<file path="src/design/trpd_pkg.sv">
`timescale 1ns / 1ps

package trpd_pkg;

  // Header layout and accepted format
  localparam int unsigned HeaderBytes  = 18;
  localparam int unsigned ImageTypeRle = 10;
  localparam int unsigned PixelBits    = 32;
  localparam int unsigned RunFlagBit   = 7;

  // Header byte offsets
  localparam int unsigned OffIdLen    = 0;
  localparam int unsigned OffMapType  = 1;
  localparam int unsigned OffImgType  = 2;
  localparam int unsigned OffOrgFirst = 8;
  localparam int unsigned OffOrgLast  = 11;
  localparam int unsigned OffWidthLo  = 12;
  localparam int unsigned OffWidthHi  = 13;
  localparam int unsigned OffHeightLo = 14;
  localparam int unsigned OffHeightHi = 15;
  localparam int unsigned OffPixBits  = 16;

  // Stream widths
  localparam int unsigned OutDataW = 80;

  typedef enum logic [1:0] {
    KIND_PIXEL_RUN = 2'd0,
    KIND_HDR_OK    = 2'd1,
    KIND_HDR_BAD   = 2'd2
  } kind_e;

  typedef enum logic [2:0] {
    ERR_NONE      = 3'd0,
    ERR_COLOR_MAP = 3'd1,
    ERR_IMG_TYPE  = 3'd2,
    ERR_PIX_BITS  = 3'd3,
    ERR_ORIGIN    = 3'd4,
    ERR_OVERRUN   = 3'd5
  } err_e;

  // One input byte with its start-of-file flag
  typedef struct packed {
    logic [7:0] data_byte;
    logic       file_start;
  } item_t;

  // Registered input item as seen by the parser
  typedef struct packed {
    logic  valid;
    item_t item;
  } in_slot_t;

  // One result item
  typedef struct packed {
    kind_e       kind;
    logic [31:0] pixel_rgba;
    logic [7:0]  run_length;
    logic [15:0] image_width;
    logic [15:0] image_height;
    err_e        error_code;
    logic        last_run;
  } result_t;

  // Parser output toward the result register
  typedef struct packed {
    logic    valid;
    result_t res;
  } res_slot_t;

endpackage

</file>
<file path="src/design/trpd_in_stage.sv">
`timescale 1ns / 1ps

module trpd_in_stage (
  input  logic                clk_i,
  input  logic                rst_ni,
  input  logic                s_valid_i,
  output logic                s_ready_o,
  input  trpd_pkg::item_t     s_item_i,
  input  logic                consume_i,
  output trpd_pkg::in_slot_t  slot_o
);

  logic            valid_q, valid_d;
  trpd_pkg::item_t item_q;
  logic            load;

  // Slot frees up in the same cycle the parser takes it
  assign s_ready_o = !valid_q || consume_i;
  assign load      = s_valid_i && s_ready_o;

  always_comb begin
    valid_d = valid_q;
    if (load) begin
      valid_d = 1'b1;
    end else if (consume_i) begin
      valid_d = 1'b0;
    end
  end

  always_ff @(posedge clk_i or negedge rst_ni) begin
    if (!rst_ni) begin
      valid_q <= 1'b0;
    end else begin
      valid_q <= valid_d;
    end
  end

  // Payload, no reset
  always_ff @(posedge clk_i) begin
    if (load) begin
      item_q <= s_item_i;
    end
  end

  assign slot_o.valid = valid_q;
  assign slot_o.item  = item_q;

endmodule

</file>
<file path="src/design/trpd_parser.sv">
`timescale 1ns / 1ps

module trpd_parser (
  input  logic                clk_i,
  input  logic                rst_ni,
  input  trpd_pkg::in_slot_t  slot_i,
  input  logic                advance_i,
  output trpd_pkg::res_slot_t res_o
);

  typedef enum logic [2:0] {
    PH_WAIT   = 3'd0,
    PH_HEAD   = 3'd1,
    PH_SKIP   = 3'd2,
    PH_PACKET = 3'd3,
    PH_COLOR  = 3'd4
  } phase_e;

  localparam logic [4:0] HdrLastIdx = 5'(trpd_pkg::HeaderBytes - 1);

  phase_e      phase_q, phase_d;
  logic [4:0]  hidx_q, hidx_d;
  logic [7:0]  id_left_q, id_left_d;
  logic [7:0]  map_type_q, map_type_d;
  logic [7:0]  img_type_q, img_type_d;
  logic [7:0]  pix_bits_q, pix_bits_d;
  logic        org_nz_q, org_nz_d;
  logic [15:0] width_q, width_d;
  logic [15:0] height_q, height_d;
  logic [31:0] pix_left_q, pix_left_d;
  logic [7:0]  pkt_left_q, pkt_left_d;
  logic        pkt_run_q, pkt_run_d;
  logic [23:0] color_q, color_d;
  logic [1:0]  cidx_q, cidx_d;

  // Current view: a start flag drops the file before the byte is parsed
  phase_e      ph_cur;
  logic [4:0]  hidx_cur;
  logic [7:0]  id_left_cur, map_type_cur, img_type_cur, pix_bits_cur;
  logic        org_nz_cur;
  logic [15:0] width_cur, height_cur;
  logic [31:0] pix_left_cur;
  logic [7:0]  pkt_left_cur;
  logic        pkt_run_cur;
  logic [23:0] color_cur;
  logic [1:0]  cidx_cur;

  logic [7:0]  b;
  logic        fs;
  logic [31:0] pix_total;
  logic [7:0]  run_n;
  logic [31:0] pix_after;
  trpd_pkg::err_e    hdr_err;
  trpd_pkg::err_e    run_err;
  trpd_pkg::res_slot_t res;

  assign b  = slot_i.item.data_byte;
  assign fs = slot_i.item.file_start;

  always_comb begin
    ph_cur       = fs ? PH_HEAD : phase_q;
    hidx_cur     = fs ? '0 : hidx_q;
    id_left_cur  = fs ? '0 : id_left_q;
    map_type_cur = fs ? '0 : map_type_q;
    img_type_cur = fs ? '0 : img_type_q;
    pix_bits_cur = fs ? '0 : pix_bits_q;
    org_nz_cur   = fs ? 1'b0 : org_nz_q;
    width_cur    = fs ? '0 : width_q;
    height_cur   = fs ? '0 : height_q;
    pix_left_cur = fs ? '0 : pix_left_q;
    pkt_left_cur = fs ? '0 : pkt_left_q;
    pkt_run_cur  = fs ? 1'b0 : pkt_run_q;
    color_cur    = fs ? '0 : color_q;
    cidx_cur     = fs ? '0 : cidx_q;
  end

  // Image size, only used on the last header byte
  assign pix_total = 32'(width_cur) * 32'(height_cur);

  // Header checks in priority order
  always_comb begin
    if (map_type_cur != 8'd0) begin
      hdr_err = trpd_pkg::ERR_COLOR_MAP;
    end else if (img_type_cur != 8'(trpd_pkg::ImageTypeRle)) begin
      hdr_err = trpd_pkg::ERR_IMG_TYPE;
    end else if (pix_bits_cur != 8'(trpd_pkg::PixelBits)) begin
      hdr_err = trpd_pkg::ERR_PIX_BITS;
    end else if (org_nz_cur) begin
      hdr_err = trpd_pkg::ERR_ORIGIN;
    end else begin
      hdr_err = trpd_pkg::ERR_NONE;
    end
  end

  // Run length clipped to the pixels still owed
  always_comb begin
    run_err = trpd_pkg::ERR_NONE;
    if (pkt_run_cur) begin
      if (32'(pkt_left_cur) > pix_left_cur) begin
        run_n   = pix_left_cur[7:0];
        run_err = trpd_pkg::ERR_OVERRUN;
      end else begin
        run_n = pkt_left_cur;
      end
    end else begin
      run_n = 8'd1;
    end
  end

  assign pix_after = pix_left_cur - 32'(run_n);

  // Next state and result
  always_comb begin
    phase_d    = ph_cur;
    hidx_d     = hidx_cur;
    id_left_d  = id_left_cur;
    map_type_d = map_type_cur;
    img_type_d = img_type_cur;
    pix_bits_d = pix_bits_cur;
    org_nz_d   = org_nz_cur;
    width_d    = width_cur;
    height_d   = height_cur;
    pix_left_d = pix_left_cur;
    pkt_left_d = pkt_left_cur;
    pkt_run_d  = pkt_run_cur;
    color_d    = color_cur;
    cidx_d     = cidx_cur;

    res.valid            = 1'b0;
    res.res.kind         = trpd_pkg::KIND_PIXEL_RUN;
    res.res.pixel_rgba   = '0;
    res.res.run_length   = '0;
    res.res.image_width  = width_cur;
    res.res.image_height = height_cur;
    res.res.error_code   = trpd_pkg::ERR_NONE;
    res.res.last_run     = 1'b0;

    case (ph_cur)
      PH_HEAD: begin
        case (hidx_cur)
          5'(trpd_pkg::OffIdLen):    id_left_d       = b;
          5'(trpd_pkg::OffMapType):  map_type_d      = b;
          5'(trpd_pkg::OffImgType):  img_type_d      = b;
          5'(trpd_pkg::OffWidthLo):  width_d[7:0]    = b;
          5'(trpd_pkg::OffWidthHi):  width_d[15:8]   = b;
          5'(trpd_pkg::OffHeightLo): height_d[7:0]   = b;
          5'(trpd_pkg::OffHeightHi): height_d[15:8]  = b;
          5'(trpd_pkg::OffPixBits):  pix_bits_d      = b;
          default: begin
            if (hidx_cur >= 5'(trpd_pkg::OffOrgFirst) &&
                hidx_cur <= 5'(trpd_pkg::OffOrgLast) && b != 8'd0) begin
              org_nz_d = 1'b1;
            end
          end
        endcase

        if (hidx_cur != HdrLastIdx) begin
          hidx_d = hidx_cur + 5'd1;
        end else begin
          hidx_d    = '0;
          res.valid = 1'b1;
          if (hdr_err != trpd_pkg::ERR_NONE) begin
            phase_d            = PH_WAIT;
            res.res.kind       = trpd_pkg::KIND_HDR_BAD;
            res.res.error_code = hdr_err;
          end else begin
            pix_left_d   = pix_total;
            res.res.kind = trpd_pkg::KIND_HDR_OK;
            if (width_cur == 16'd0 || height_cur == 16'd0) begin
              // empty image completes on the header item
              phase_d          = PH_WAIT;
              res.res.last_run = 1'b1;
            end else if (id_left_cur != 8'd0) begin
              phase_d = PH_SKIP;
            end else begin
              phase_d = PH_PACKET;
            end
          end
        end
      end

      PH_SKIP: begin
        id_left_d = id_left_cur - 8'd1;
        if (id_left_d == 8'd0) begin
          phase_d = PH_PACKET;
        end
      end

      PH_PACKET: begin
        pkt_run_d  = b[trpd_pkg::RunFlagBit];
        pkt_left_d = {1'b0, b[trpd_pkg::RunFlagBit-1:0]} + 8'd1;
        color_d    = '0;
        cidx_d     = '0;
        phase_d    = PH_COLOR;
      end

      PH_COLOR: begin
        if (cidx_cur != 2'd3) begin
          case (cidx_cur)
            2'd0:    color_d[7:0]   = b;
            2'd1:    color_d[15:8]  = b;
            default: color_d[23:16] = b;
          endcase
          cidx_d = cidx_cur + 2'd1;
        end else begin
          color_d    = '0;
          cidx_d     = '0;
          pix_left_d = pix_after;
          pkt_left_d = pkt_run_cur ? 8'd0 : pkt_left_cur - 8'd1;

          res.valid          = 1'b1;
          res.res.kind       = trpd_pkg::KIND_PIXEL_RUN;
          // stored B,G,R,A word rotated left by one byte
          res.res.pixel_rgba = {color_cur, b};
          res.res.run_length = run_n;
          res.res.error_code = run_err;

          if (pix_after == 32'd0) begin
            res.res.last_run = 1'b1;
            if (!pkt_run_cur && pkt_left_d != 8'd0) begin
              res.res.error_code = trpd_pkg::ERR_OVERRUN;
            end
            phase_d = PH_WAIT;
          end else if (pkt_left_d == 8'd0) begin
            phase_d = PH_PACKET;
          end
        end
      end

      default: begin
        // waiting for a start flag: byte dropped
      end
    endcase

    res.valid = res.valid && slot_i.valid;
  end

  assign res_o = res;

  // Parse state
  always_ff @(posedge clk_i or negedge rst_ni) begin
    if (!rst_ni) begin
      phase_q    <= PH_WAIT;
      hidx_q     <= '0;
      id_left_q  <= '0;
      map_type_q <= '0;
      img_type_q <= '0;
      pix_bits_q <= '0;
      org_nz_q   <= 1'b0;
      width_q    <= '0;
      height_q   <= '0;
      pix_left_q <= '0;
      pkt_left_q <= '0;
      pkt_run_q  <= 1'b0;
      color_q    <= '0;
      cidx_q     <= '0;
    end else if (advance_i) begin
      phase_q    <= phase_d;
      hidx_q     <= hidx_d;
      id_left_q  <= id_left_d;
      map_type_q <= map_type_d;
      img_type_q <= img_type_d;
      pix_bits_q <= pix_bits_d;
      org_nz_q   <= org_nz_d;
      width_q    <= width_d;
      height_q   <= height_d;
      pix_left_q <= pix_left_d;
      pkt_left_q <= pkt_left_d;
      pkt_run_q  <= pkt_run_d;
      color_q    <= color_d;
      cidx_q     <= cidx_d;
    end
  end

endmodule

</file>
<file path="src/design/trpd_out_stage.sv">
`timescale 1ns / 1ps

module trpd_out_stage (
  input  logic                 clk_i,
  input  logic                 rst_ni,
  input  trpd_pkg::res_slot_t  res_i,
  output logic                 can_load_o,
  output logic                 m_valid_o,
  input  logic                 m_ready_i,
  output trpd_pkg::result_t    m_res_o
);

  logic              valid_q, valid_d;
  trpd_pkg::result_t res_q;
  logic              load;

  // Register is free when empty or drained this cycle
  assign can_load_o = !valid_q || m_ready_i;
  assign load       = can_load_o && res_i.valid;

  always_comb begin
    valid_d = valid_q;
    if (can_load_o) begin
      valid_d = res_i.valid;
    end
  end

  always_ff @(posedge clk_i or negedge rst_ni) begin
    if (!rst_ni) begin
      valid_q <= 1'b0;
    end else begin
      valid_q <= valid_d;
    end
  end

  always_ff @(posedge clk_i) begin
    if (load) begin
      res_q <= res_i.res;
    end
  end

  assign m_valid_o = valid_q;
  assign m_res_o   = res_q;

endmodule

</file>
<file path="src/design/tga_rle_pixel_decoder_top.sv">
`timescale 1ns / 1ps

// Channel   Dir  Signals                  Contents
// s_axis    in   tvalid tready tdata tuser  one file byte, start-of-file flag
// m_axis    out  tvalid tready tdata tuser  pixel run or header verdict
//                tlast                     image complete
//
// One byte per cycle while m_axis is not stalled; a byte that yields a result
// passes through the input register, parse logic and result register in turn.
// The input register is freed in the cycle the parser consumes it, so a
// full result register that is draining does not stall the input.
// Reset clears the handshake and parse state; the parser waits for a
// start-of-file byte.
module tga_rle_pixel_decoder_top (
  input  logic        clk_i,
  input  logic        rst_ni,

  input  logic        s_axis_tvalid,
  output logic        s_axis_tready,
  input  logic [7:0]  s_axis_tdata,  // [7:0] data_byte
  input  logic        s_axis_tuser,  // [0] file_start

  output logic        m_axis_tvalid,
  input  logic        m_axis_tready,
  // [31:0] pixel_rgba, [39:32] run_length, [55:40] image_width,
  // [71:56] image_height, [74:72] error_code, [79:75] zero
  output logic [trpd_pkg::OutDataW-1:0] m_axis_tdata,
  output logic [1:0]  m_axis_tuser,  // [1:0] kind
  output logic        m_axis_tlast   // last_run
);

  trpd_pkg::item_t     s_item;
  trpd_pkg::in_slot_t  in_slot;
  trpd_pkg::res_slot_t res_slot;
  trpd_pkg::result_t   m_res;
  logic                can_load;
  logic                consume;

  assign s_item.data_byte  = s_axis_tdata;
  assign s_item.file_start = s_axis_tuser;

  // Parser steps whenever a byte is held and the result side has room
  assign consume = in_slot.valid && can_load;

  trpd_in_stage u_in_stage (
    .clk_i     (clk_i),
    .rst_ni    (rst_ni),
    .s_valid_i (s_axis_tvalid),
    .s_ready_o (s_axis_tready),
    .s_item_i  (s_item),
    .consume_i (consume),
    .slot_o    (in_slot)
  );

  trpd_parser u_parser (
    .clk_i     (clk_i),
    .rst_ni    (rst_ni),
    .slot_i    (in_slot),
    .advance_i (consume),
    .res_o     (res_slot)
  );

  trpd_out_stage u_out_stage (
    .clk_i      (clk_i),
    .rst_ni     (rst_ni),
    .res_i      (res_slot),
    .can_load_o (can_load),
    .m_valid_o  (m_axis_tvalid),
    .m_ready_i  (m_axis_tready),
    .m_res_o    (m_res)
  );

  // Pack result fields, lowest first
  assign m_axis_tdata = {5'd0, m_res.error_code, m_res.image_height,
                         m_res.image_width, m_res.run_length, m_res.pixel_rgba};
  assign m_axis_tuser = m_res.kind;
  assign m_axis_tlast = m_res.last_run;

`ifndef SYNTHESIS
  // A rejected header never completes an image and always names a cause
  assert property (@(posedge clk_i) disable iff (!rst_ni)
    m_axis_tvalid && m_res.kind == trpd_pkg::KIND_HDR_BAD
    |-> !m_res.last_run && m_res.error_code != trpd_pkg::ERR_NONE)
    else $error("rejected header with bad code or last flag");

  // Pixel runs are never empty
  assert property (@(posedge clk_i) disable iff (!rst_ni)
    m_axis_tvalid && m_res.kind == trpd_pkg::KIND_PIXEL_RUN
    |-> m_res.run_length != 8'd0)
    else $error("pixel run with zero length");

  // An accepted header carries no error and no color
  assert property (@(posedge clk_i) disable iff (!rst_ni)
    m_axis_tvalid && m_res.kind == trpd_pkg::KIND_HDR_OK
    |-> m_res.error_code == trpd_pkg::ERR_NONE && m_res.pixel_rgba == 32'd0)
    else $error("accepted header with error or color");

  // A held byte stays held while the result side is blocked
  assert property (@(posedge clk_i) disable iff (!rst_ni)
    in_slot.valid && m_axis_tvalid && !m_axis_tready |=> in_slot.valid)
    else $error("input byte lost during output stall");
`endif

endmodule
</file>
<file path="config.mk">
export PLATFORM = sky130hd
export DESIGN_NAME = tga_rle_pixel_decoder_top
export DESIGN_NICKNAME = d
export VERILOG_FILES = /design/src/design/trpd_pkg.sv /design/src/design/trpd_in_stage.sv /design/src/design/trpd_parser.sv /design/src/design/trpd_out_stage.sv /design/src/design/tga_rle_pixel_decoder_top.sv
export SDC_FILE = /design/constraint.sdc
export NUM_CORES = 1
export LEC_CHECK = 0
export BUFFER_PORTS_ARGS = -buffer_cell sky130_fd_sc_hd__buf_2
export CAP_MARGIN = 15
export CORE_AREA = 2 2 255 283
export DETAILED_ROUTE_END_ITERATION = 8
export DIE_AREA = 0 0 257 285
export MAX_ROUTING_LAYER = met4
export PLACE_DENSITY_LB_ADDON = 0.25
export SYNTH_ARGS = -nofsm -noshare
export SYNTH_HDL_FRONTEND = slang
export SYNTH_HIERARCHICAL = 1
export SYNTH_SLANG_ARGS = --single-unit
</file>
<file path="constraint.sdc">
create_clock -name clk_i -period 20.5 [get_ports clk_i]
set_input_delay 6.15 -clock clk_i [delete_from_list [all_inputs] [get_ports clk_i]]
set_output_delay 6.15 -clock clk_i [all_outputs]
set_load 0.005 [all_outputs]
</file>
# Word level (Yosys, flattened, before mapping)
# Index checks and enable logic that the tools add are counted.
dict set report op_classes {
  n_addsub 6
  mul 1
  n_lt_le_gt_ge 3
  eq_ne 16
  mux 79
  n_bitwise 1
  reduce_logical 29
}
# operator count
set ops {}
lappend ops {{$mux W8} 23}
lappend ops {{$mux W32} 4}
lappend ops {{$mux W16} 4}
lappend ops {{$pmux W32 S2} 1}
lappend ops {{$mux W24} 2}
lappend ops {{$mux W3} 16}
lappend ops {{$pmux W24 S2} 1}
lappend ops {{$mux W43} 1}
lappend ops {{$gt A8 B32 Y1} 1}
lappend ops {{$logic_not A16 Y1} 2}
lappend ops {{$logic_not A32 Y1} 1}
lappend ops {{$mul A16 B16 Y32} 1}
lappend ops {{$pmux W8 S2} 2}
lappend ops {{$reduce_bool A8 Y1} 4}
lappend ops {{$sub A32 B8 Y32} 1}
lappend ops {{$eq A5 B4 Y1 const B} 4}
lappend ops {{$logic_not A8 Y1} 2}
lappend ops {{$sub A8 B1 Y8 const B} 2}
lappend ops {{$mux W5} 3}
lappend ops {{$mux W4} 3}
lappend ops {{$pmux W3 S4} 1}
lappend ops {{$mux W1} 11}
lappend ops {{$add A7 B1 Y8 const B} 1}
lappend ops {{$mux W2} 4}
lappend ops {{other kinds (28)} 40}
dict set report word_totals {
  reg_bits 229
  inputBits 13
  output_inout_bits 85
}

# Depth between registers and ports, before layout
# Gate-level depths: netlist of the first run.
dict set report depth {
  word_depth 11
  mapped_depth 30
}

# Modules after synthesis
# The synthesis of the first run kept the hierarchy.
# module n_inst cells_per_inst area_per_inst_um2 seq_area_each_um2
set by_module_without_submodules {}
lappend by_module_without_submodules {trpd_parser 1 2141 18158.7 3503.4}
lappend by_module_without_submodules {trpd_out_stage 1 82 2396.0 2367.3}
lappend by_module_without_submodules {trpd_in_stage 1 14 331.6 295.3}
lappend by_module_without_submodules {tga_rle_pixel_decoder_top 1 7 47.5 0.0}

# Worst setup path before layout of the first run
# OpenSTA, ideal clock, no wires.
dict set report synth_timing {
  path_type {input port to output port}
  startpoint {input port m_axis_tready}
  endpoint {output port s_axis_tready}
  t_arrival_ns 6.617
  required_time_ns 14.350
  slack_ns 7.733
  stages 3
  n_path_buf 0
  path_cell_list {nand2b_4 and2_1 nand2b_4}
}
dict set report synth_via {
  elab_chain_len 3
}
# item line
set synth_lines {}
lappend synth_lines {{from (decl)} tga_rle_pixel_decoder_top.sv:24} ;# input logic m_axis_tready,
lappend synth_lines {{$logic_or A1 B1 Y1} trpd_out_stage.sv:18} ;# assign can_load_o = !valid_q || m_ready_i;
lappend synth_lines {{$logic_and A1 B1 Y1} tga_rle_pixel_decoder_top.sv:43} ;# assign consume = in_slot.valid && can_load;
lappend synth_lines {{net consume} tga_rle_pixel_decoder_top.sv:37} ;# logic consume;
lappend synth_lines {{$logic_or A1 B1 Y1} trpd_in_stage.sv:18} ;# assign s_ready_o = !valid_q || consume_i;
lappend synth_lines {{to (decl)} tga_rle_pixel_decoder_top.sv:19} ;# output logic s_axis_tready,
# The timed path passes the listed nets, and every way through them passes these cells.

# Final worst setup path of the first run
dict set report layout_timing {
  startpoint {input port m_axis_tready}
  endpoint {output port s_axis_tready}
}
dict set report layout_via {
  elab_chain_len 3
}
# item line
set layout_lines {}
lappend layout_lines {{$logic_or A1 B1 Y1} trpd_out_stage.sv:18}
lappend layout_lines {{net can_load} tga_rle_pixel_decoder_top.sv:36} ;# logic can_load;
lappend layout_lines {{$logic_and A1 B1 Y1} tga_rle_pixel_decoder_top.sv:43}
lappend layout_lines {{net consume} tga_rle_pixel_decoder_top.sv:37}
lappend layout_lines {{$logic_or A1 B1 Y1} trpd_in_stage.sv:18}
# The timed path passes the listed nets, and every way through them passes these cells.

==> results.py, run 1 <==
metrics = {
    "worst_setup_path": {
        "path_buf_inv": 3,
        "cp_top_family": "buffers and inverters",
        "cp.required_ns": 14.35,
        "cp_slowest_stage_delay_ns": 0.35,
        "r2r_setup_slack_ns": 13.01,
        "critical_path.max_fanout": 36,
        "crit_arrival_ns": 7.15,
        "path_class": "in -> out",
        "end_kind": "output pin",
        "cp-start-kind": "input port",
        "path_cells": "buf_2 > nand2b_4 > and2_2 > buf_4 > nand2b_4 > buf_2",
        "crit_path_top_delay_cell": "buf_4",
    },
    "cts": {
        "cts_tree": "yes",
        "clkLatencyLatePin_ns": 0.56,
        "cts_buffer_depth": 3,
        "root_buffer": "clkbuf_16",
        "cts_setup_buffers": 0,
        "cts_buffers": 26,
        "cts.htree.levels": 1,
        "holdBufCountCts": 0,
        "numClockSinks": 229,
        "path_clk_slew_ns": 0.06,
        "cts-resized-gates": 0,
    },
    "floorplan": {
        "start_util": 0.296,
        "pin_count": 98,
        "die_area_mm2": 0.0732,
        "die_h_um": 285,
        "core_mm2": 0.0708,
        "die_x_um": 257,
        "num_rows": 103,
    },
    "global_route": {
        "grt_max_degree": 137,
        "grt_pass1_vias": 17079,
        "grt_pass1_wl_um": 100000,
        "antenna_found_initial": 1,
        "grt_util_all_layers": 0.178,
        "gr-total-overflow": 0,
    },
    "logic_synthesis": {
        "ys_types": 87,
        "ys_ff_latch": 229,
        "avgSynthCellArea_um2": 9.33,
        "netlist_instances": 2244,
        "synth_top_cell_by_area": "fa_1",
        "synth_edf_count": 87,
        "ys.flop_type": "dfrtp_1",
        "netlist_area_mm2": 0.0209,
        "synth_area_leaders": "fa_1 (19%), dfrtp_1 (17%), edfxtp_1 (12%), ha_1 (7.8%), nand2_1 (4.6%)",
        "async_flop_share": 0.620,
        "yosys_warnings": 6,
        "synth_seq_area_share": 0.295,
        "synth_top_area_share": 0.186,
    },
    "timing": {
        "fin_crit_sh": 0.649,
        "setup_violations": 0,
        "slew_headroom": 0.293,
        "slew_violations": 0,
        "rsz0062_at_grt": "false",
        "tns_ns": 0,
        "whs_ns": 0.473,
        "max_freq_mhz": 75.2,
        "tightest_slew_ns": 1.05,
        "fin_crit_ns": 13.30,
        "skew_ns": 0.0209,
        "finalHoldViolations": 0,
    },
    "final_layout": {
        "syn_to_final_growth_pct": 11.0,
        "n_antenna_cell": 0,
        "drive_gt1_frac": 0.0958,
        "nets": 2604,
    },
    "flow_run": {
        "drv_cap": 0,
    },
    "drt": {
        "drtAntennaViolNets": 0,
        "vias_per_cell": 5.17,
        "first_iter_violations": 1363,
        "drt_wl_total_um": 63300,
        "drc_errors": 0,
        "vias": 16705,
        "wl_per_cell_um": 19.6,
        "firstDrtPassIters": 5,
    },
    "placed_design": {
        "dp_hpwl_um": 44400,
        "io_buffers": 92,
        "gp_congestion": 0.878,
    },
    "pwr": {
        "p_total_mw": 1.14,
        "power_leakage_nw": 10.5,
        "peakVddDrop_uv": 54.4,
        "power_density_mw_per_mm2": 49.0,
    },
    "min_path": {
        "hold_path_class": "reg -> reg",
    },
    "outcome": {
        "outcome": "finished clean",
    },
}
[cell usage in the layout, fill, tap and decap left out, types with 8 or more instances in the layout]
cell	synthesis	routed
o22ai_1	10	10
nor2_1	118	118
fa_1	195	195
clkbuf_16	0	26
nor3_1	30	30
nor4_1	21	21
and3_1	49	49
inv_1	250	250
o21a_1	10	10
a21o_1	14	14
o21ai_1	14	14
nor2b_1	63	63
nand3_1	26	26
xor2_1	19	19
a21oi_1	91	91
a22o_1	86	86
buf_4	8	48
ha_1	131	131
buf_2	12	91
a22oi_1	8	8
edfxtp_1	87	87
nand2_1	255	255
a211oi_1	11	11
and2_1	125	124
nand2b_1	19	19
a221oi_1	11	11
o21ai_0	93	93
xnor2_1	27	27
mux2i_1	15	15
nand4_1	11	11
dfrtp_1	142	142
mux2_2	8	8
a31oi_1	16	16
or3_1	9	9
[sequential cells by signal (all words and copies together), names as in the netlist, 3 cells and up]
register             count
u_parser/phase_q         3
u_parser/img_type_q      8
u_parser/hidx_q          5
u_in_stage/slot_o        9
u_parser/pkt_left_q      8
u_parser/map_type_q      8
u_parser/width_q        16
u_parser/pix_left_q     32
u_parser/color_q        24
u_parser/id_left_q       8
u_parser/height_q       16
u_out_stage/m_res_o     78
u_parser/pix_bits_q      8
[report_power, final]
part / internal [mW] / switching, mW
sequential: 0.489 / 0.0181
clock: 0.268 / 0.207
combinational: 0.0507 / 0.106
total: 0.807 / 0.331
[Yosys cell counts, types with 7 or more instances]
library cell    n
o31ai_1         7
xnor2_1        27
fa_1          195
edfxtp_1       87
a21o_1         14
o22ai_1        10
a22oi_1         8
nor3b_1         7
xor2_1         19
buf_2          12
and3_1         49
nor4b_1         7
o21ai_1        14
buf_4           8
or3_1           9
clkbuf_1      115
mux2_2          8
a211oi_1       11
nand2_1       255
a221oi_1       11
o211ai_1        7
nand2b_1       19
buf_1          16
inv_1         250
o32a_1          7
a22o_1         86
mux2i_1        15
nand4_1        11
nor4_1         21
nand3_1        26
o21a_1         10
nor2_1        118
nor2b_1        63
dfrtp_1       142
ha_1          131
o21ai_0        93
and2_1        125
nor3_1         30
a31oi_1        16
a21oi_1        91
[metal layers]
layer  global-route usage  vias up  wire length, um
met4               0.0578        0             2110
met5                    -        -                0
met2                0.298      469            31100
met1                0.227     8493            27300
met3               0.0148      114             2730
li1                     -     7629                -
[through the flow]
stage	cells	utilization	area (um2)	setup slack [ns]
floorplan	2248	-	20900	7.73
global placement	3181	0.316	22400	7.17
detailed placement	3181	0.316	22400	7.19
CTS	3229	0.328	23200	7.19
global route	3230	0.328	23200	7.12
finish	3230	0.328	23200	7.20
[logic make-up (layout without fill, tap and decap cells)]
family | Yosys count | count (layout) | share of synthesized area
AOI/OAI and AO/OA | 441 | 441 | 0.144
and+or+nand+nor | 772 | 772 | 0.190
adders and majority gates | 326 | 326 | 0.265
DFF | 229 | 229 | 0.295
muxes | 23 | 23 | 0.0115
other | 1 | 5 | 0.000179
xor gates and xnor gates | 46 | 46 | 0.0192
buffers and inverters | 406 | 443 | 0.0757
[worst min-delay path, delay by kind of cell (launching register included)]
kind               cells  cell delay [ns]
DFF                    1             0.34
AOI/OAI and AO/OA      1             0.06
and+or+nand+nor        1             0.04
[area by class of cell]
| class | instances | area (um2) |
|---|---|---|
| Clock buffer | 32 | 693 |
| Clock inverter | 16 | 159 |
| Fill cell | 7232 | 47500 |
| Inverter | 253 | 950 |
| Multi-Input combinational cell | 1613 | 13200 |
| Sequential cell | 229 | 6170 |
| Tap cell | 945 | 1180 |
| Timing Repair Buffer | 142 | 875 |
[final timing paths]
path	from	to	cells past startpoint
worst max-delay path	m_axis_tready	s_axis_tready	6
worst min-delay path	u_parser/hidx_q[0]$_DFFE_PN0P_	u_parser/hidx_q[0]$_DFFE_PN0P_	2
worst max register to register	u_in_stage/slot_o[0]$_DFFE_PP_	u_parser/pix_left_q[26]$_DFFE_PN0P_	23
worst min register to register	u_parser/hidx_q[0]$_DFFE_PN0P_	u_parser/hidx_q[0]$_DFFE_PN0P_	2
max in group asynchronous	rst_ni	u_parser/pix_left_q[21]$_DFFE_PN0P_	2
min in group asynchronous	rst_ni	u_parser/map_type_q[5]$_DFFE_PN0P_	1
No activity file was read; power rests on OpenSTA's default activity.
==> run 2: changes to the inputs <==
==> constraint.sdc (replaced) <==
create_clock -name clk_i -period 11.9 [get_ports clk_i]
set_input_delay 3.57 -clock clk_i [delete_from_list [all_inputs] [get_ports clk_i]]
set_output_delay 3.57 -clock clk_i [all_outputs]
set_load 0.005 [all_outputs]
==> run 2 against run 1 <==
  * Core utilization decreased by 0.057 points
  * Global-route usage decreased by 0.20 points
  * First-iteration DRC count decreased by 16%
  * Clock skew increased by 0.010 ns
  * Final cell count decreased by 0.22%
  * Final area decreased by 0.17%
  * Largest power group unchanged
  * Sequential cell count unchanged
  * Power increased by 75%
  * Count of clock-buffer cells in the layout decreased by 3
==> results.py, run 2 (synthesis results as in run 1) <==
metrics = {
    "final_layout": {
        "fillCellCount": 7234,
        "mostFrequentLayoutCells": "nand2_1 (255), inv_1 (250), fa_1 (195), dfrtp_1 (142), ha_1 (131)",
        "nets": 2597,
        "syn_to_final_growth_pct": 10.8,
        "n_antenna_cell": 0,
        "multiInputGateArea_mm2": 0.0132,
        "final_common_cell": "nand2_1",
        "drive_gt1_frac": 0.0939,
        "largest_reg_flops": 78,
        "seq_area_mm2": 0.00617,
    },
    "floorplan": {
        "num_rows": 103,
        "die_x_um": 257,
        "die_h_um": 285,
        "start_util": 0.296,
        "die_area_mm2": 0.0732,
        "pin_count": 98,
        "core_mm2": 0.0708,
    },
    "timing": {
        "whs_ns": 0.480,
        "tns_ns": 0,
        "fin_crit_ns": 8.19,
        "skew_ns": 0.0309,
        "slew_headroom": 0.211,
        "tightest_slew_ns": 1.18,
        "rsz0062_at_grt": "false",
        "fin_crit_sh": 0.689,
        "slew_violations": 0,
        "finalHoldViolations": 0,
        "max_freq_mhz": 122,
        "setup_violations": 0,
    },
    "placed_design": {
        "gp_congestion": 0.890,
        "dp_hpwl_um": 44600,
        "io_buffers": 92,
    },
    "pwr": {
        "power_density_mw_per_mm2": 85.8,
        "peakVddDrop_uv": 86.9,
        "power_leakage_nw": 10.5,
    },
    "global_route": {
        "grt_pass1_vias": 16987,
        "use_met3": 0.0190,
        "antenna_found_initial": 0,
        "grt_pass1_wl_um": 99000,
        "grt_util_all_layers": 0.176,
        "use_met2": 0.293,
        "gr-total-overflow": 0,
        "grt_max_degree": 85,
        "grtUsageMet1": 0.219,
        "busiest_layer": "met2",
    },
    "worst_setup_path": {
        "critical_path.max_fanout": 30,
        "cp-start-kind": "input port",
        "cp.required_ns": 8.33,
        "crit_arrival_ns": 4.62,
        "end_kind": "output pin",
        "path_class": "in -> out",
    },
    "drt": {
        "wl_per_cell_um": 19.4,
        "vias_per_cell": 5.13,
        "first_iter_violations": 1151,
        "drc_errors": 0,
        "firstDrtPassIters": 6,
        "vias": 16547,
        "drt_wl_total_um": 62400,
        "drtAntennaViolNets": 0,
    },
    "outcome": {
        "outcome": "finished clean",
    },
    "cts": {
        "cts_buffer_depth": 3,
        "holdBufCountCts": 0,
        "cts_setup_buffers": 0,
        "cts.htree.levels": 1,
        "cts-resized-gates": 0,
        "numClockSinks": 229,
        "clkLatencyLatePin_ns": 0.58,
        "path_clk_slew_ns": 0.06,
        "root_buffer": "clkbuf_16",
        "cts_buffers": 26,
        "cts_tree": "yes",
    },
    "min_path": {
        "hold_path_class": "reg -> reg",
    },
    "flow_run": {
        "drv_cap": 0,
    },
}
## run 2: changes by cell type in the layout (fill, tap and decap cells not counted), sizes merged
cell      before  now
inv          254  256
clkbuf        32   29
bufinv         2    3
clkinv        10    9
clkinvlp       3    4
buf          142  135
## run 2: final cells by class
class / instances / area share
Timing Repair Buffer: 135 / 0.0344
Inverter: 253 / 0.0409
Sequential cell: 229 / 0.266
Multi-Input combinational cell: 1613 / 0.569
Tap cell: 945 / 0.0510
Clock inverter: 19 / 0.00939
Clock buffer: 29 / 0.0290
## run 2: per-layer routing
layer	part of all wire	wire, um	vias to the layer above
met4	0.041	2540	0
met1	0.42	26400	8341
met3	0.046	2860	107
li1	-	-	7618
met5	0	0	-
met2	0.49	30500	481
## run 2: final timing paths
kind / start / to / slack, ns / cells past startpoint
worst max-delay path: m_axis_tready / s_axis_tready / 3.71 / 5
worst min-delay path: u_parser/hidx_q[0]$_DFFE_PN0P_ / u_parser/hidx_q[0]$_DFFE_PN0P_ / 0.48 / 2
worst max register to register: u_in_stage/slot_o[0]$_DFFE_PP_ / u_parser/pix_left_q[30]$_DFFE_PN0P_ / 4.21 / 25
worst min register to register: u_parser/hidx_q[0]$_DFFE_PN0P_ / u_parser/hidx_q[0]$_DFFE_PN0P_ / 0.48 / 2
max in group asynchronous: rst_ni / u_parser/hidx_q[4]$_DFFE_PN0P_ / 7.43 / 2
min in group asynchronous: rst_ni / u_parser/map_type_q[4]$_DFFE_PN0P_ / 3.08 / 1
## run 2: per-stage QoR
step                instances   util  cell area [um2]  power (mW)  setup WS, ns
detailed placement       3173  0.315            22300        1.15          3.70
CTS                      3221  0.327            23200        2.01          3.70
finish                   3223  0.328            23200        1.99          3.71
floorplan                2248      -            20900        1.06          4.29
global placement         3173  0.315            22300        1.15          3.69
global route             3223  0.328            23200        2.08          3.63
## run 2: power by group
group / switching [mW] / internal (mW)
Combinational: 0.179 / 0.0865
Sequential: 0.0330 / 0.841
Clock: 0.369 / 0.481
Total: 0.581 / 1.41
## run 2: critical path, stage by stage
cell	delay (ns)
buf_2	0.08
nand2b_4	0.11
and2_2	0.51
nand2b_4	0.25
buf_2	0.11
==> run 3: changes to the inputs <==
==> constraint.sdc (replaced) <==
create_clock -name clk_i -period 6.8 [get_ports clk_i]
set_input_delay 2.04 -clock clk_i [delete_from_list [all_inputs] [get_ports clk_i]]
set_output_delay 2.04 -clock clk_i [all_outputs]
set_load 0.005 [all_outputs]
==> run 3 against run 2 <==
  * Largest cell class unchanged
  * Critical path depth rose by 19
  * Count of clock-buffer cells in the layout did not move
  * Clock power rose by 78%
  * Non-clock buffer count rose by 29
  * Power rose by 77%
==> results.py, run 3 (synthesis results as in run 1) <==
metrics = {
    "timing": {
        "fin_crit_ns": 6.55,
        "layout_setup_ws_ns": 0.246,
        "slew_violations": 0,
        "slew_headroom": 0.287,
        "finalHoldViolations": 0,
        "whs_ns": 0.478,
        "skew_ns": 0.0151,
        "fin_crit_sh": 0.964,
        "rsz0062_at_grt": "true",
        "tightest_slew_ns": 1.07,
        "setup_violations": 0,
        "max_freq_mhz": 153,
    },
    "floorplan": {
        "die_x_um": 257,
        "pin_count": 98,
        "core_mm2": 0.0708,
        "num_rows": 103,
        "die_h_um": 285,
        "die_area_mm2": 0.0732,
        "start_util": 0.296,
    },
    "worst_setup_path": {
        "path_cells": "buf_12 > nor2b_2 > buf_12 > and2_1 > fa_1 > inv_1 > fa_1 > fa_1 > inv_1 > fa_1 > fa_1 > inv_1 > fa_1 > inv_1 > ha_1 > and3_1 > a221o_1 > a211oi_2 > a221oi_2 > and4_1 > nor3b_2 > mux2i_1 > o21ai_0 > nand3_1",
        "cp.required_ns": 7.29,
        "cp_top_family": "adder cells",
        "crit_top_cell": "fa_1",
        "crit_arrival_ns": 7.05,
        "path_class": "reg -> reg",
        "critical_path.max_fanout": 32,
        "path_buf_inv": 6,
        "crit_path_top_delay_cell": "fa_1",
        "end_kind": "register",
        "cp_slowest_stage_delay_ns": 0.51,
        "cp-start-kind": "register",
    },
    "cts": {
        "cts_tree": "yes",
        "path_clk_slew_ns": 0.06,
        "root_buffer": "clkbuf_16",
        "cts_buffer_depth": 3,
        "clkLatencyLatePin_ns": 0.57,
        "cts_buffers": 26,
        "cts_setup_buffers": 0,
        "cts.htree.levels": 1,
        "numClockSinks": 229,
    },
    "global_route": {
        "grt_util_all_layers": 0.175,
        "grt_pass1_vias": 17382,
        "gr-total-overflow": 0,
        "use_met3": 0.0135,
        "grt_pass1_wl_um": 100000,
        "busiest_layer": "met2",
        "antenna_found_initial": 1,
        "grt_max_degree": 106,
        "grtUsageMet1": 0.213,
        "use_met2": 0.314,
    },
    "flow_run": {
        "drv_cap": 0,
    },
    "drt": {
        "drtAntennaViolNets": 0,
        "wl_per_cell_um": 19.1,
        "firstDrtPassIters": 5,
        "vias": 16612,
        "drt_wl_total_um": 62200,
        "first_iter_violations": 1041,
        "drc_errors": 0,
        "vias_per_cell": 5.11,
    },
    "final_layout": {
        "syn_to_final_growth_pct": 12.8,
        "drive_gt1_frac": 0.111,
        "largest_reg_flops": 78,
        "final_common_cell": "nand2_1",
        "final_util": 0.334,
        "nets": 2626,
        "mostFrequentLayoutCells": "nand2_1 (255), inv_1 (250), fa_1 (195), dfrtp_1 (142), ha_1 (131)",
    },
    "placed_design": {
        "pre_cts_slack_ns": 0.0924,
        "io_buffers": 92,
        "dp_hpwl_um": 47400,
        "gp_congestion": 0.881,
    },
    "pwr": {
        "peakVddDrop_uv": 137,
        "power_leakage_nw": 10.7,
        "power_density_mw_per_mm2": 149,
    },
    "outcome": {
        "outcome": "finished clean",
    },
    "min_path": {
        "hold_path_class": "reg -> reg",
    },
}
## run 3: cell type report
type,instances,area [um2]
Inverter,253,950
Clock inverter,19,239
Clock buffer,29,672
Multi-Input combinational cell,1613,13300
Sequential cell,229,6170
Tap cell,945,1180
Timing Repair Buffer,164,1150
Fill cell,7253,47100
Antenna cell,1,2.50
## run 3: worst min-delay path, cell delays in order (launching register included)
cell and delay [ns]:
dfrtp_1 0.33, nand2_1 0.04, o21ai_0 0.06
## run 3: timing repair
| action | CTS | global route |
|---|---|---|
| resized for setup | 0 | 15 |
| endpoints found under the setup margin | 0 | 11 |
| hold buffers | 0 | 0 |
## run 3: metal layers
metal / up-vias / wire length, um
met5: - / 0
met4: 0 / 1480
met3: 88 / 2230
met2: 384 / 32500
met1: 8453 / 26000
li1: 7687 / -
## run 3: path summary, 6_finish.rpt
kind,from,endpoint,slack (ns),depth (start not counted)
min in group asynchronous,rst_ni,u_parser/map_type_q[4]$_DFFE_PN0P_,1.58,1
max reg2reg,u_in_stage/slot_o[0]$_DFFE_PP_,u_parser/pix_left_q[24]$_DFFE_PN0P_,0.25,24
max in group asynchronous,rst_ni,u_parser/width_q[3]$_DFFE_PN0P_,3.99,2
min reg2reg,u_parser/hidx_q[0]$_DFFE_PN0P_,u_parser/hidx_q[0]$_DFFE_PN0P_,0.48,2
max,u_in_stage/slot_o[0]$_DFFE_PP_,u_parser/pix_left_q[24]$_DFFE_PN0P_,0.25,24
min,u_parser/hidx_q[0]$_DFFE_PN0P_,u_parser/hidx_q[0]$_DFFE_PN0P_,0.48,2
## run 3: metrics by stage
step / setup TNS (ns) / total power, mW / area [um2] / instances
3_5_place_dp: 0 / 2.03 / 22600 / 3204
6_report: 0 / 3.52 / 23600 / 3253
4_1_cts: 0 / 3.57 / 23600 / 3252
2_1_floorplan: 0 / 1.85 / 20900 / 2248
3_3_place_gp: 0 / 2.03 / 22600 / 3204
5_1_grt: -0.0631 / 3.66 / 23600 / 3252
## run 3: power breakdown
group / total (mW) / switching [mW] / leakage, nW / internal (mW)
sequential: 1.56 / 0.0839 / 2.57 / 1.47
combinational: 0.452 / 0.285 / 7.69 / 0.167
clock: 1.51 / 0.637 / 0.440 / 0.877
